`src/wad_pkg.sv`:
```
// Package for the word archive deframer: codes, constants and the queue entry type.
// No dependencies; every other file of the block refers to it by scoped names.
package wad_pkg;

	localparam int WORD_W = 36;
	localparam int LOOK_DEPTH = 6;
	localparam int QDEPTH = 4;
	localparam int REM_W = 19;
	localparam int MCNT_W = 16;

	localparam logic [WORD_W-1:0] MAGIC_WORD = 36'o014777252031;
	localparam logic [WORD_W-1:0] USER_MASK  = 36'o0633126423275;
	localparam logic [REM_W-1:0]  REMAIN_MAX = 19'h7FFFF;

	typedef enum logic [2:0] {
		KIND_PREAMBLE  = 3'd0,
		KIND_USER      = 3'd1,
		KIND_MAGIC     = 3'd2,
		KIND_NAME1     = 3'd3,
		KIND_NAME2     = 3'd4,
		KIND_TIMESTAMP = 3'd5,
		KIND_LENGTH    = 3'd6,
		KIND_DATA      = 3'd7
	} wad_kind_t;

	typedef enum logic [2:0] {
		FMT_OFF0    = 3'd0,
		FMT_OFF1    = 3'd1,
		FMT_OFF4    = 3'd2,
		FMT_OFF5    = 3'd3,
		FMT_UNKNOWN = 3'd4
	} wad_fmt_t;

	// Classification made by the front part
	typedef enum logic [1:0] {
		SK_PREAMBLE,
		SK_USER,
		SK_MEMBER
	} wad_src_kind_t;

	typedef enum logic [1:0] {
		FS_COLLECT,
		FS_DETECT,
		FS_REPLAY,
		FS_PASS
	} wad_front_state_t;

	typedef enum logic [2:0] {
		HP_MAGIC,
		HP_NAME1,
		HP_NAME2,
		HP_STAMP,
		HP_LENGTH,
		HP_DATA
	} wad_hdr_pos_t;

	typedef struct packed {
		logic [WORD_W-1:0] word;
		wad_src_kind_t     skind;
		wad_fmt_t          fmt;
		logic              last;
		logic              eos;
	} wad_entry_t;

	typedef struct packed {
		logic full;
		logic empty;
	} wad_q_stat_t;

	typedef struct packed {
		wad_kind_t         word_kind;
		logic [WORD_W-1:0] word_value;
		logic [MCNT_W-1:0] member_number;
		wad_fmt_t          format_code;
		logic              magic_error;
		logic              member_end;
		logic              truncated;
		logic              last_of_run;
		logic [16:0]       stamp_seconds;
		logic [4:0]        stamp_day;
		logic [3:0]        stamp_month;
		logic [8:0]        stamp_year;
	} wad_result_t;

endpackage

```
`src/wad_stream_ifs.sv`:
```
// Handshake channels of the word archive deframer: the word input and the result output.
// Depends on wad_pkg for field widths and codes.
interface wad_word_if;
	logic                      valid;
	logic                      ready;
	logic [wad_pkg::WORD_W-1:0] word_in;
	logic                      end_of_stream;

	modport source (output valid, output word_in, output end_of_stream, input ready);
	modport sink (input valid, input word_in, input end_of_stream, output ready);
endinterface

interface wad_result_if;
	logic                       valid;
	logic                       ready;
	wad_pkg::wad_kind_t         word_kind;
	logic [wad_pkg::WORD_W-1:0] word_value;
	logic [wad_pkg::MCNT_W-1:0] member_number;
	wad_pkg::wad_fmt_t          format_code;
	logic                       magic_error;
	logic                       member_end;
	logic                       truncated;
	logic                       last_of_run;
	logic [16:0]                stamp_seconds;
	logic [4:0]                 stamp_day;
	logic [3:0]                 stamp_month;
	logic [8:0]                 stamp_year;

	modport source (
		output valid, output word_kind, output word_value, output member_number,
		output format_code, output magic_error, output member_end, output truncated,
		output last_of_run, output stamp_seconds, output stamp_day, output stamp_month,
		output stamp_year, input ready
	);
	modport sink (
		input valid, input word_kind, input word_value, input member_number,
		input format_code, input magic_error, input member_end, input truncated,
		input last_of_run, input stamp_seconds, input stamp_day, input stamp_month,
		input stamp_year, output ready
	);
endinterface

```
`src/wad_front.sv`:
```
// Front part: collects the lookahead words, finds the format and feeds classified entries.
// Depends on wad_pkg and the wad_word_if channel.
module wad_front (
	input  logic                 clk,
	input  logic                 arst_n,
	wad_word_if.sink             words,
	input  wad_pkg::wad_q_stat_t q_stat,
	output logic                 push,
	output wad_pkg::wad_entry_t  push_entry
);

	wad_pkg::wad_front_state_t state_q, state_nxt;
	logic [wad_pkg::WORD_W-1:0] look_q [wad_pkg::LOOK_DEPTH];
	logic [2:0]        cnt_q, cnt_nxt;
	logic [2:0]        idx_q, idx_nxt;
	logic [2:0]        off_q, off_nxt;
	logic [2:0]        upos_q, upos_nxt;
	logic              eos_q, eos_nxt;
	wad_pkg::wad_fmt_t fmt_q, fmt_nxt;
	logic              accept;
	logic              rep_last;

	assign accept   = words.valid && words.ready;
	assign rep_last = (idx_q == cnt_q - 3'd1);

	always_comb begin
		state_nxt   = state_q;
		cnt_nxt     = cnt_q;
		idx_nxt     = idx_q;
		off_nxt     = off_q;
		upos_nxt    = upos_q;
		eos_nxt     = eos_q;
		fmt_nxt     = fmt_q;
		words.ready = 1'b0;
		push        = 1'b0;
		push_entry  = '{word: words.word_in, skind: wad_pkg::SK_MEMBER, fmt: fmt_q,
		                last: 1'b1, eos: words.end_of_stream};
		case (state_q)
			wad_pkg::FS_COLLECT: begin
				words.ready = 1'b1;
				if (accept) begin
					cnt_nxt = cnt_q + 3'd1;
					eos_nxt = words.end_of_stream;
					if (cnt_q == 3'(wad_pkg::LOOK_DEPTH - 1) || words.end_of_stream)
						state_nxt = wad_pkg::FS_DETECT;
				end
			end
			wad_pkg::FS_DETECT: begin
				// Test the fixed offsets in priority order; offsets past the held words never match
				upos_nxt = 3'(wad_pkg::LOOK_DEPTH);
				off_nxt  = 3'd0;
				if (look_q[0] == wad_pkg::MAGIC_WORD) begin
					fmt_nxt = wad_pkg::FMT_OFF0;
				end else if (cnt_q > 3'd1 && look_q[1] == wad_pkg::MAGIC_WORD) begin
					fmt_nxt  = wad_pkg::FMT_OFF1;
					off_nxt  = 3'd1;
					upos_nxt = 3'd0;
				end else if (cnt_q > 3'd4 && look_q[4] == wad_pkg::MAGIC_WORD) begin
					fmt_nxt  = wad_pkg::FMT_OFF4;
					off_nxt  = 3'd4;
					upos_nxt = 3'd1;
				end else if (cnt_q > 3'd5 && look_q[5] == wad_pkg::MAGIC_WORD) begin
					fmt_nxt  = wad_pkg::FMT_OFF5;
					off_nxt  = 3'd5;
					upos_nxt = 3'd1;
				end else begin
					fmt_nxt = wad_pkg::FMT_UNKNOWN;
				end
				idx_nxt   = 3'd0;
				state_nxt = wad_pkg::FS_REPLAY;
			end
			wad_pkg::FS_REPLAY: begin
				push = !q_stat.full;
				push_entry.word = look_q[idx_q];
				if (idx_q < off_q)
					push_entry.skind = (idx_q == upos_q) ? wad_pkg::SK_USER
					                                     : wad_pkg::SK_PREAMBLE;
				push_entry.last = rep_last;
				push_entry.eos  = eos_q && rep_last;
				if (push) begin
					idx_nxt = idx_q + 3'd1;
					if (rep_last) begin
						if (eos_q) begin
							state_nxt = wad_pkg::FS_COLLECT;
							cnt_nxt   = 3'd0;
						end else begin
							state_nxt = wad_pkg::FS_PASS;
						end
					end
				end
			end
			wad_pkg::FS_PASS: begin
				words.ready = !q_stat.full;
				push        = accept;
				if (accept && words.end_of_stream) begin
					state_nxt = wad_pkg::FS_COLLECT;
					cnt_nxt   = 3'd0;
				end
			end
			default: begin
				state_nxt = wad_pkg::FS_COLLECT;
				cnt_nxt   = 3'd0;
			end
		endcase
	end

	always_ff @(posedge clk or negedge arst_n) begin
		if (!arst_n) begin
			state_q <= wad_pkg::FS_COLLECT;
			cnt_q   <= 3'd0;
			idx_q   <= 3'd0;
			off_q   <= 3'd0;
			upos_q  <= 3'(wad_pkg::LOOK_DEPTH);
			eos_q   <= 1'b0;
			fmt_q   <= wad_pkg::FMT_OFF0;
		end else begin
			state_q <= state_nxt;
			cnt_q   <= cnt_nxt;
			idx_q   <= idx_nxt;
			off_q   <= off_nxt;
			upos_q  <= upos_nxt;
			eos_q   <= eos_nxt;
			fmt_q   <= fmt_nxt;
		end
	end

	// Lookahead words: payload only, written in collect state
	always_ff @(posedge clk) begin
		if (state_q == wad_pkg::FS_COLLECT && accept)
			look_q[cnt_q] <= words.word_in;
	end

endmodule

```
`src/wad_queue.sv`:
```
// Short entry queue between the front and back parts of the deframer.
// Depends on wad_pkg for the entry type and depth.
module wad_queue (
	input  logic                 clk,
	input  logic                 arst_n,
	input  logic                 push,
	input  wad_pkg::wad_entry_t  push_entry,
	input  logic                 pop,
	output wad_pkg::wad_entry_t  head,
	output wad_pkg::wad_q_stat_t stat
);

	localparam int PW = $clog2(wad_pkg::QDEPTH);

	wad_pkg::wad_entry_t mem_q [wad_pkg::QDEPTH];
	logic [PW-1:0] wp_q, rp_q;
	logic [PW:0]   cnt_q;

	assign stat.full  = (cnt_q == (PW+1)'(wad_pkg::QDEPTH));
	assign stat.empty = (cnt_q == '0);
	assign head       = mem_q[rp_q];

	always_ff @(posedge clk or negedge arst_n) begin
		if (!arst_n) begin
			wp_q  <= '0;
			rp_q  <= '0;
			cnt_q <= '0;
		end else begin
			if (push)
				wp_q <= wp_q + 1'b1;
			if (pop)
				rp_q <= rp_q + 1'b1;
			cnt_q <= cnt_q + (PW+1)'(push) - (PW+1)'(pop);
		end
	end

	always_ff @(posedge clk) begin
		if (push)
			mem_q[wp_q] <= push_entry;
	end

endmodule

```
`src/wad_back.sv`:
```
// Back part: walks the member header and data, builds each result and holds it for transfer.
// Depends on wad_pkg and the wad_result_if channel.
module wad_back #(
	parameter int MAX_WORDS = 262144
) (
	input  logic                       clk,
	input  logic                       arst_n,
	input  logic [wad_pkg::WORD_W-1:0] data_key,
	input  wad_pkg::wad_entry_t        head,
	input  wad_pkg::wad_q_stat_t       q_stat,
	output logic                       pop,
	wad_result_if.source               results
);

	localparam logic [wad_pkg::WORD_W-1:0] LEN_CAP =
		(MAX_WORDS < int'(wad_pkg::REMAIN_MAX)) ? wad_pkg::WORD_W'(MAX_WORDS)
		                                        : wad_pkg::WORD_W'(wad_pkg::REMAIN_MAX);

	wad_pkg::wad_hdr_pos_t        hp_q, hp_nxt;
	logic [wad_pkg::REM_W-1:0]    rem_q, rem_nxt, rem_dec;
	logic [wad_pkg::MCNT_W-1:0]   mcnt_q, mcnt_nxt;
	logic [wad_pkg::REM_W-1:0]    len;
	logic                         mend;
	logic                         ov_q;
	wad_pkg::wad_result_t         res, res_q;

	assign pop     = !q_stat.empty && (!ov_q || results.ready);
	assign len     = (head.word < LEN_CAP) ? head.word[wad_pkg::REM_W-1:0]
	                                       : LEN_CAP[wad_pkg::REM_W-1:0];
	assign rem_dec = (rem_q != '0) ? rem_q - 1'b1 : rem_q;

	always_comb begin
		hp_nxt  = hp_q;
		rem_nxt = rem_q;
		mend    = 1'b0;
		res     = '0;
		res.word_kind     = wad_pkg::KIND_PREAMBLE;
		res.word_value    = head.word;
		res.member_number = mcnt_q;
		res.format_code   = head.fmt;
		case (head.skind)
			wad_pkg::SK_USER: begin
				res.word_kind  = wad_pkg::KIND_USER;
				res.word_value = head.word ^ wad_pkg::USER_MASK;
			end
			wad_pkg::SK_MEMBER: begin
				case (hp_q)
					wad_pkg::HP_MAGIC: begin
						res.word_kind   = wad_pkg::KIND_MAGIC;
						res.magic_error = (head.word != wad_pkg::MAGIC_WORD);
						hp_nxt = wad_pkg::HP_NAME1;
					end
					wad_pkg::HP_NAME1: begin
						res.word_kind = wad_pkg::KIND_NAME1;
						hp_nxt = wad_pkg::HP_NAME2;
					end
					wad_pkg::HP_NAME2: begin
						res.word_kind = wad_pkg::KIND_NAME2;
						hp_nxt = wad_pkg::HP_STAMP;
					end
					wad_pkg::HP_STAMP: begin
						res.word_kind     = wad_pkg::KIND_TIMESTAMP;
						res.stamp_seconds = head.word[17:1];
						res.stamp_day     = head.word[22:18];
						res.stamp_month   = head.word[26:23];
						res.stamp_year    = head.word[35:27];
						hp_nxt = wad_pkg::HP_LENGTH;
					end
					wad_pkg::HP_LENGTH: begin
						res.word_kind = wad_pkg::KIND_LENGTH;
						if (len == '0) begin
							mend   = 1'b1;
							hp_nxt = wad_pkg::HP_MAGIC;
						end else begin
							rem_nxt = len;
							hp_nxt  = wad_pkg::HP_DATA;
						end
					end
					default: begin
						res.word_kind  = wad_pkg::KIND_DATA;
						res.word_value = head.word ^ data_key;
						rem_nxt = rem_dec;
						if (rem_dec == '0) begin
							mend   = 1'b1;
							hp_nxt = wad_pkg::HP_MAGIC;
						end
					end
				endcase
			end
			default: ;
		endcase
		res.member_end  = mend;
		res.last_of_run = head.last;
		res.truncated   = head.eos && !mend;
		mcnt_nxt = (mend && mcnt_q != '1) ? mcnt_q + 1'b1 : mcnt_q;
	end

	always_ff @(posedge clk or negedge arst_n) begin
		if (!arst_n) begin
			hp_q   <= wad_pkg::HP_MAGIC;
			rem_q  <= '0;
			mcnt_q <= '0;
			ov_q   <= 1'b0;
		end else begin
			if (pop) begin
				ov_q <= 1'b1;
				if (head.eos) begin
					hp_q   <= wad_pkg::HP_MAGIC;
					rem_q  <= '0;
					mcnt_q <= '0;
				end else begin
					hp_q   <= hp_nxt;
					rem_q  <= rem_nxt;
					mcnt_q <= mcnt_nxt;
				end
			end else if (results.ready) begin
				ov_q <= 1'b0;
			end
		end
	end

	always_ff @(posedge clk) begin
		if (pop)
			res_q <= res;
	end

	assign results.valid         = ov_q;
	assign results.word_kind     = res_q.word_kind;
	assign results.word_value    = res_q.word_value;
	assign results.member_number = res_q.member_number;
	assign results.format_code   = res_q.format_code;
	assign results.magic_error   = res_q.magic_error;
	assign results.member_end    = res_q.member_end;
	assign results.truncated     = res_q.truncated;
	assign results.last_of_run   = res_q.last_of_run;
	assign results.stamp_seconds = res_q.stamp_seconds;
	assign results.stamp_day     = res_q.stamp_day;
	assign results.stamp_month   = res_q.stamp_month;
	assign results.stamp_year    = res_q.stamp_year;

endmodule

```
`src/word_archive_deframer.sv`:
```
// Top level of the word archive deframer: front, entry queue, back and the key register.
// Depends on wad_pkg, wad_stream_ifs, wad_front, wad_queue and wad_back.
//
// Feed 36-bit archive words on the words channel; every word comes back on the results
// channel, classified as preamble, user, magic, name, timestamp, length or data, with the
// member index, format code and error flags attached. At the start of an archive the first
// six words (fewer if end_of_stream comes sooner) are taken one per cycle into a lookahead
// buffer, then the magic offset is found and the held words are replayed one per cycle
// while the queue has room, during which the words channel holds ready low. After that
// each word passes through at one per cycle, paced by the four-entry queue and the single
// output register; a stalled output holds off the input only once the queue fills. A word
// with end_of_stream set closes the archive and returns everything except data_key to its
// reset state, so the next word starts a new archive.
// Write data_key through cfg_we/cfg_wdata only while no results are outstanding.
module word_archive_deframer #(
	parameter int MAX_WORDS = 262144
) (
	input  logic                       clk,
	input  logic                       arst_n,
	input  logic                       cfg_we,
	input  logic [wad_pkg::WORD_W-1:0] cfg_wdata,
	wad_word_if.sink                   words,
	wad_result_if.source               results
);

	logic [wad_pkg::WORD_W-1:0] data_key_q;
	logic                       push;
	logic                       pop;
	wad_pkg::wad_entry_t        push_entry;
	wad_pkg::wad_entry_t        head;
	wad_pkg::wad_q_stat_t       q_stat;

	// Hold the data key; a write lands on the clock edge where cfg_we is high
	always_ff @(posedge clk or negedge arst_n) begin
		if (!arst_n) begin
			data_key_q <= '0;
		end else if (cfg_we) begin
			data_key_q <= cfg_wdata;
		end
	end

	// Front: buffer, detect format, classify and push entries
	wad_front u_front (
		.clk        (clk),
		.arst_n     (arst_n),
		.words      (words),
		.q_stat     (q_stat),
		.push       (push),
		.push_entry (push_entry)
	);

	// Queue: decouple the front from output stalls
	wad_queue u_queue (
		.clk        (clk),
		.arst_n     (arst_n),
		.push       (push),
		.push_entry (push_entry),
		.pop        (pop),
		.head       (head),
		.stat       (q_stat)
	);

	// Back: deframe members and hold each result until its transfer
	wad_back #(
		.MAX_WORDS (MAX_WORDS)
	) u_back (
		.clk      (clk),
		.arst_n   (arst_n),
		.data_key (data_key_q),
		.head     (head),
		.q_stat   (q_stat),
		.pop      (pop),
		.results  (results)
	);

endmodule

```
`src/flat_wrapper.sv`:
```
// flat-port wrapper written by rule: the top's interface ports become plain ports
module word_archive_deframer_flat 
#(
	parameter int MAX_WORDS = 262144
)
  (clk, arst_n, cfg_we, cfg_wdata, words_valid, words_word_in, words_end_of_stream, words_ready, results_valid, results_word_kind, results_word_value, results_member_number, results_format_code, results_magic_error, results_member_end, results_truncated, results_last_of_run, results_stamp_seconds, results_stamp_day, results_stamp_month, results_stamp_year, results_ready);
  wad_word_if words_i ();
  wad_result_if results_i ();
  input  logic clk;
  input  logic arst_n;
  input  logic cfg_we;
  input  logic [wad_pkg::WORD_W-1:0] cfg_wdata;
  input wire logic [$bits(words_i.valid)-1:0] words_valid;
  input wire logic [$bits(words_i.word_in)-1:0] words_word_in;
  input wire logic [$bits(words_i.end_of_stream)-1:0] words_end_of_stream;
  output wire logic [$bits(words_i.ready)-1:0] words_ready;
  output wire logic [$bits(results_i.valid)-1:0] results_valid;
  output wire logic [$bits(results_i.word_kind)-1:0] results_word_kind;
  output wire logic [$bits(results_i.word_value)-1:0] results_word_value;
  output wire logic [$bits(results_i.member_number)-1:0] results_member_number;
  output wire logic [$bits(results_i.format_code)-1:0] results_format_code;
  output wire logic [$bits(results_i.magic_error)-1:0] results_magic_error;
  output wire logic [$bits(results_i.member_end)-1:0] results_member_end;
  output wire logic [$bits(results_i.truncated)-1:0] results_truncated;
  output wire logic [$bits(results_i.last_of_run)-1:0] results_last_of_run;
  output wire logic [$bits(results_i.stamp_seconds)-1:0] results_stamp_seconds;
  output wire logic [$bits(results_i.stamp_day)-1:0] results_stamp_day;
  output wire logic [$bits(results_i.stamp_month)-1:0] results_stamp_month;
  output wire logic [$bits(results_i.stamp_year)-1:0] results_stamp_year;
  input wire logic [$bits(results_i.ready)-1:0] results_ready;
  assign words_i.valid = words_valid;
  assign words_i.word_in = words_word_in;
  assign words_i.end_of_stream = words_end_of_stream;
  assign words_ready = words_i.ready;
  assign results_valid = results_i.valid;
  assign results_word_kind = results_i.word_kind;
  assign results_word_value = results_i.word_value;
  assign results_member_number = results_i.member_number;
  assign results_format_code = results_i.format_code;
  assign results_magic_error = results_i.magic_error;
  assign results_member_end = results_i.member_end;
  assign results_truncated = results_i.truncated;
  assign results_last_of_run = results_i.last_of_run;
  assign results_stamp_seconds = results_i.stamp_seconds;
  assign results_stamp_day = results_i.stamp_day;
  assign results_stamp_month = results_i.stamp_month;
  assign results_stamp_year = results_i.stamp_year;
  assign results_i.ready = results_ready;
  word_archive_deframer #(.MAX_WORDS(MAX_WORDS)) u_core (.clk(clk), .arst_n(arst_n), .cfg_we(cfg_we), .cfg_wdata(cfg_wdata), .words(words_i), .results(results_i));
endmodule
```
`config.mk`:
```
export PLATFORM = sky130hd
export DESIGN_NAME = word_archive_deframer_flat
export DESIGN_NICKNAME = d
export VERILOG_FILES = /design/src/wad_pkg.sv /design/src/wad_stream_ifs.sv /design/src/wad_front.sv /design/src/wad_queue.sv /design/src/wad_back.sv /design/src/word_archive_deframer.sv /design/src/flat_wrapper.sv
export SDC_FILE = /design/constraint.sdc
export NUM_CORES = 1
export LEC_CHECK = 0
export ABC_AREA = 1
export BUFFER_PORTS_ARGS = -buffer_cell sky130_fd_sc_hd__buf_2
export CAP_MARGIN = 20
export CORE_ASPECT_RATIO = 1.5
export CORE_UTILIZATION = 60
export CTS_BUF_LIST = sky130_fd_sc_hd__clkbuf_16
export DETAILED_ROUTE_END_ITERATION = 12
export PLACE_DENSITY = 0.81
export SLEW_MARGIN = 0
export SYNTH_ARGS = -nofsm -noshare
export SYNTH_HDL_FRONTEND = slang
export SYNTH_HIERARCHICAL = 1
export SYNTH_SLANG_ARGS = --single-unit
```
`constraint.sdc`:
```
create_clock -name clk -period 10.35 [get_ports clk]
set_clock_uncertainty 0.15 [all_clocks]
set_input_delay 0 -clock clk [delete_from_list [all_inputs] [get_ports clk]]
set_output_delay 0 -clock clk [all_outputs]
set_load 0.01 [all_outputs]
```
==> run_results.csv <==
group,metric,value,unit
outcome,outcome,"finished, final reports clean",
placement,dpl_worst_slack,5.51,ns
routing,route.detailed.drc,0,
routing,top_layer,"met4",
layout,final_area,0.0309,mm^2
cts,cts_root_buf,"clkbuf_16",
sta,maxSlewViolCount,0,
power_and_ir_drop,p_leak,13.0,nW
power_and_ir_drop,p_per_area,270,mW/mm^2
run,drv_cap,0,
cts,clock-sinks,580,
worst_hold_path,holdCritPathClass,"in2reg",
cts,cts_setup_buffers,0,
placement,port_buffers,176,
setup_path,critPathLaunchType,"register",
routing,wl_met3,4.67,mm
logic_synthesis,synth_seq_cells,580,
cts,numCtsBuffers,53,
layout,nets,3057,
setup_path,critical-path-top-delay-family,"buffers and inverters",
sta,post-route-period-util,0.476,
logic_synthesis,avgSynthCellArea,9.91,um^2
cts,clk_latency,0.60,ns
setup_path,cp-end-kind,"register",
global_routing,grt_first_pass_wirelength,108,mm
die,dieArea,0.0452,mm^2
sta,worstMarginPinSlew,0.999,ns
cts,ctsHoldBuffers,139,
routing,post_drt_wl_per_cell,19.5,um
layout,antenna_cells,0,
power_and_ir_drop,vdd_drop_max,0.162,mV
routing,ant_nets,0,
logic_synthesis,ys_types,46,
setup_path,rr_endpoint,"u_core/u_back/rem_q[18]$_DFFE_PN0P_",
logic_synthesis,async_flop_share,0.164,
sta,finalSetupTns,0,ns
setup_path,path_max_fanout,54,
cts,cts.repair.resized,0,
cts,clock_path_buffers,3,
setup_path,crit_path_top_delay_cell,"clkinv_1",
global_routing,grt_max_degree,88,
routing,firstDrtPassIters,6,
global_routing,grt_usage,0.310,
logic_synthesis,netlist_instances,2682,
sta,hold_viol,0,
die,fp.coreArea,0.0438,mm^2
placement,gp_congestion,0.950,
die,ios,177,
setup_path,r2r_cells,12,
setup_path,worst-path-stages,12,
setup_path,cp_slowest_stage_delay,0.96,ns
worst_hold_path,holdCritStartpoint,"words_word_in[22]",
setup_path,crit_top_cell,"nand2_1",
setup_path,rr_startpoint,"u_core/u_queue/rp_q[0]$_DFFE_PN0P_",
global_routing,grt_pass1_vias,20190,
placement,dpl.hpwl,43.9,mm
die,row_count,94,
setup_path,worstPathArrival,5.25,ns
setup_path,cp_cell_sequence,"buf_4 -> nand2_1 -> nand3_1 -> nand2_1 -> clkinv_1 -> nor2_1 -> clkinv_1 -> nand2_1 -> buf_4 -> inv_1 -> nand2_1 -> o21ai_0",
worst_hold_path,min_delay_path_depth,2,
routing,viasPerCell,5.71,
setup_path,critical_path_class,"reg2reg",
logic_synthesis,netlist_area,0.0266,mm^2
routing,drt-met1-wl,25.2,mm
cts,cts-htree-levels,2,
global_routing,antenna_found_initial,0,
placement,placed_area,0.0277,mm^2
setup_path,crit_buf_inv,5,
sta,max-slew-margin-rel,0.334,
worst_hold_path,hold-path-endpoint,"u_core/u_front/look_q[4][22]$_DFFE_PP_",
logic_synthesis,ys_seq_area_frac,0.637,
sta,period_needed,4.93,ns
global_routing,grt_overflow_total,0,
logic_synthesis,ys_warn_count,6,
setup_path,reg2reg_slack,5.42,ns
cts,cts_tree,"yes",
layout,drive_above_1_share,0.110,
sta,rsz0062_at_grt,"no",
die,initial_utilization,0.608,
sta,worst_slack,5.42,ns
sta,setup_viol,0,
logic_synthesis,synth_flop_cell,"edfxtp_1",
routing,drt_iter0_markers,2146,
routing,num_vias,20442,
cts,path_clk_slew,0.07,ns
logic_synthesis,synth_edf_count,485,
die,die-height,260,um
routing,wl,69.9,mm
layout,final_util,0.706,
die,dieWidth,174,um
logic_synthesis,syn-num-nets,2781,
routing,met2_length,36.8,mm
setup_path,cp.required,10.67,ns
sta,max_freq,203,MHz
layout,areaGrowthSynthToFinish,16.2,%
==> metal layers <==
layer	vias up	GRT usage
met5	-	0
met4	0	0.152
met3	217	0.0364
met2	1012	0.566
met1	9734	0.362
li1	9479	-
==> report_power, final <==
group | leakage, nW | switching [mW] | total [mW] | internal [mW]
clock network | 0.889 | 0.858 | 1.97 | 1.11
logic | 6.48 | 2.20 | 3.07 | 0.872
registers | 5.66 | 0.232 | 3.31 | 3.08
total | 13.0 | 3.29 | 8.35 | 5.07
==> registers in the layout, summed over array words and instances (netlist names), 9 cells and up <==
register,flops
u_core/u_back/results.stamp_year,9
u_core/u_front/look_q,216
u_core/u_queue/mem_q,172
u_core/u_back/results.member_number,16
u_core/data_key_q,36
u_core/u_back/rem_q,19
u_core/u_back/results.stamp_seconds,17
u_core/u_back/mcnt_q,16
u_core/u_back/results.word_value,36
==> cell families after synthesis <==
kind of cell             synth area share
XOR/XNOR                           0.0132
flip-flops                          0.637
AND/OR/NAND/NOR                     0.187
buffers and inverters              0.0753
AO/OA/AOI/OAI                      0.0771
adder cells (fa/ha/maj)            0.0102
==> how the worst max path moves through the flow <==
stage / slack (ns) / startpoint / end
6_report: 5.42 / u_core/u_queue/rp_q[0]$_DFFE_PN0P_ / u_core/u_back/rem_q[18]$_DFFE_PN0P_
5_1_grt: 5.03 / u_core/u_queue/rp_q[0]$_DFFE_PN0P_ / u_core/u_back/rem_q[18]$_DFFE_PN0P_
4_1_cts: 5.52 / u_core/u_queue/rp_q[0]$_DFFE_PN0P_ / u_core/u_back/rem_q[18]$_DFFE_PN0P_
3_5_place_dp: 5.51 / u_core/u_queue/rp_q[0]$_DFFE_PN0P_ / u_core/u_back/rem_q[18]$_DFFE_PN0P_
3_3_place_gp: 5.59 / u_core/u_queue/rp_q[0]$_DFFE_PN0P_ / u_core/u_back/rem_q[18]$_DFFE_PN0P_
2_1_floorplan: 3.02 / u_core/u_queue/cnt_q[1]$_DFF_PN0_ / u_core/u_back/rem_q[4]$_DFFE_PN0P_
==> Yosys cell counts (18+ instances only) <==
| cell type | number | area [um^2] |
|---|---|---|
| clkbuf_1 | 53 | 199 |
| buf_2 | 30 | 150 |
| nor2_1 | 302 | 1130 |
| nand3_1 | 184 | 921 |
| edfxtp_1 | 485 | 14600 |
| xor2_1 | 37 | 324 |
| a31oi_1 | 45 | 282 |
| buf_6 | 19 | 214 |
| inv_1 | 325 | 1220 |
| o22ai_1 | 40 | 250 |
| nand4_1 | 18 | 113 |
| ha_1 | 20 | 250 |
| o21ai_0 | 156 | 781 |
| dfrtp_1 | 94 | 2350 |
| a21oi_1 | 80 | 400 |
| o21ai_1 | 38 | 190 |
| nand2_1 | 638 | 2390 |
==> final cells by class <==
type	instances	area, um^2
flip-flops and latches	580	16900
clock inverters	45	412
multi-input cells	1641	7690
fillers	3035	12900
repair buffers	343	2510
inverters	339	1280
clock buffers	53	1330
well taps	576	721
==> layout by cell type, fill, tap and decap left out, drive strengths merged <==
| cell | count |
|---|---|
| nor2 | 307 |
| fa | 1 |
| dfstp | 1 |
| edfxtp | 485 |
| a21oi | 80 |
| xor2 | 37 |
| a211oi | 2 |
| nand4 | 18 |
| a22oi | 11 |
| xnor2 | 3 |
| and2 | 1 |
| o21ai | 194 |
| clkinv | 25 |
| nand3 | 186 |
| o22ai | 40 |
| nor3b | 1 |
| o41ai | 1 |
| a211o | 1 |
| nand3b | 6 |
| o211ai | 3 |
| nor3 | 15 |
| nor4 | 12 |
| buf | 205 |
| dlygate4sd3 | 138 |
| dfrtp | 94 |
| clkbuf | 53 |
| ha | 20 |
| bufinv | 7 |
| clkinvlp | 3 |
| nand2 | 655 |
| a31oi | 45 |
| inv | 349 |
| o21a | 1 |
| or2 | 1 |
==> per-stage QoR <==
step / std cells / hold slack, ns / power [mW]
2_1_floorplan: 2682 / -0.446 / 5.39
3_3_place_gp: 3339 / -0.162 / 6.16
3_5_place_dp: 3340 / -0.162 / 6.27
4_1_cts: 3577 / 0.0247 / 8.28
5_1_grt: 3577 / 0.0545 / 8.76
6_report: 3577 / 0.0500 / 8.35
Note: power is estimated with default switching activity, not from simulation.
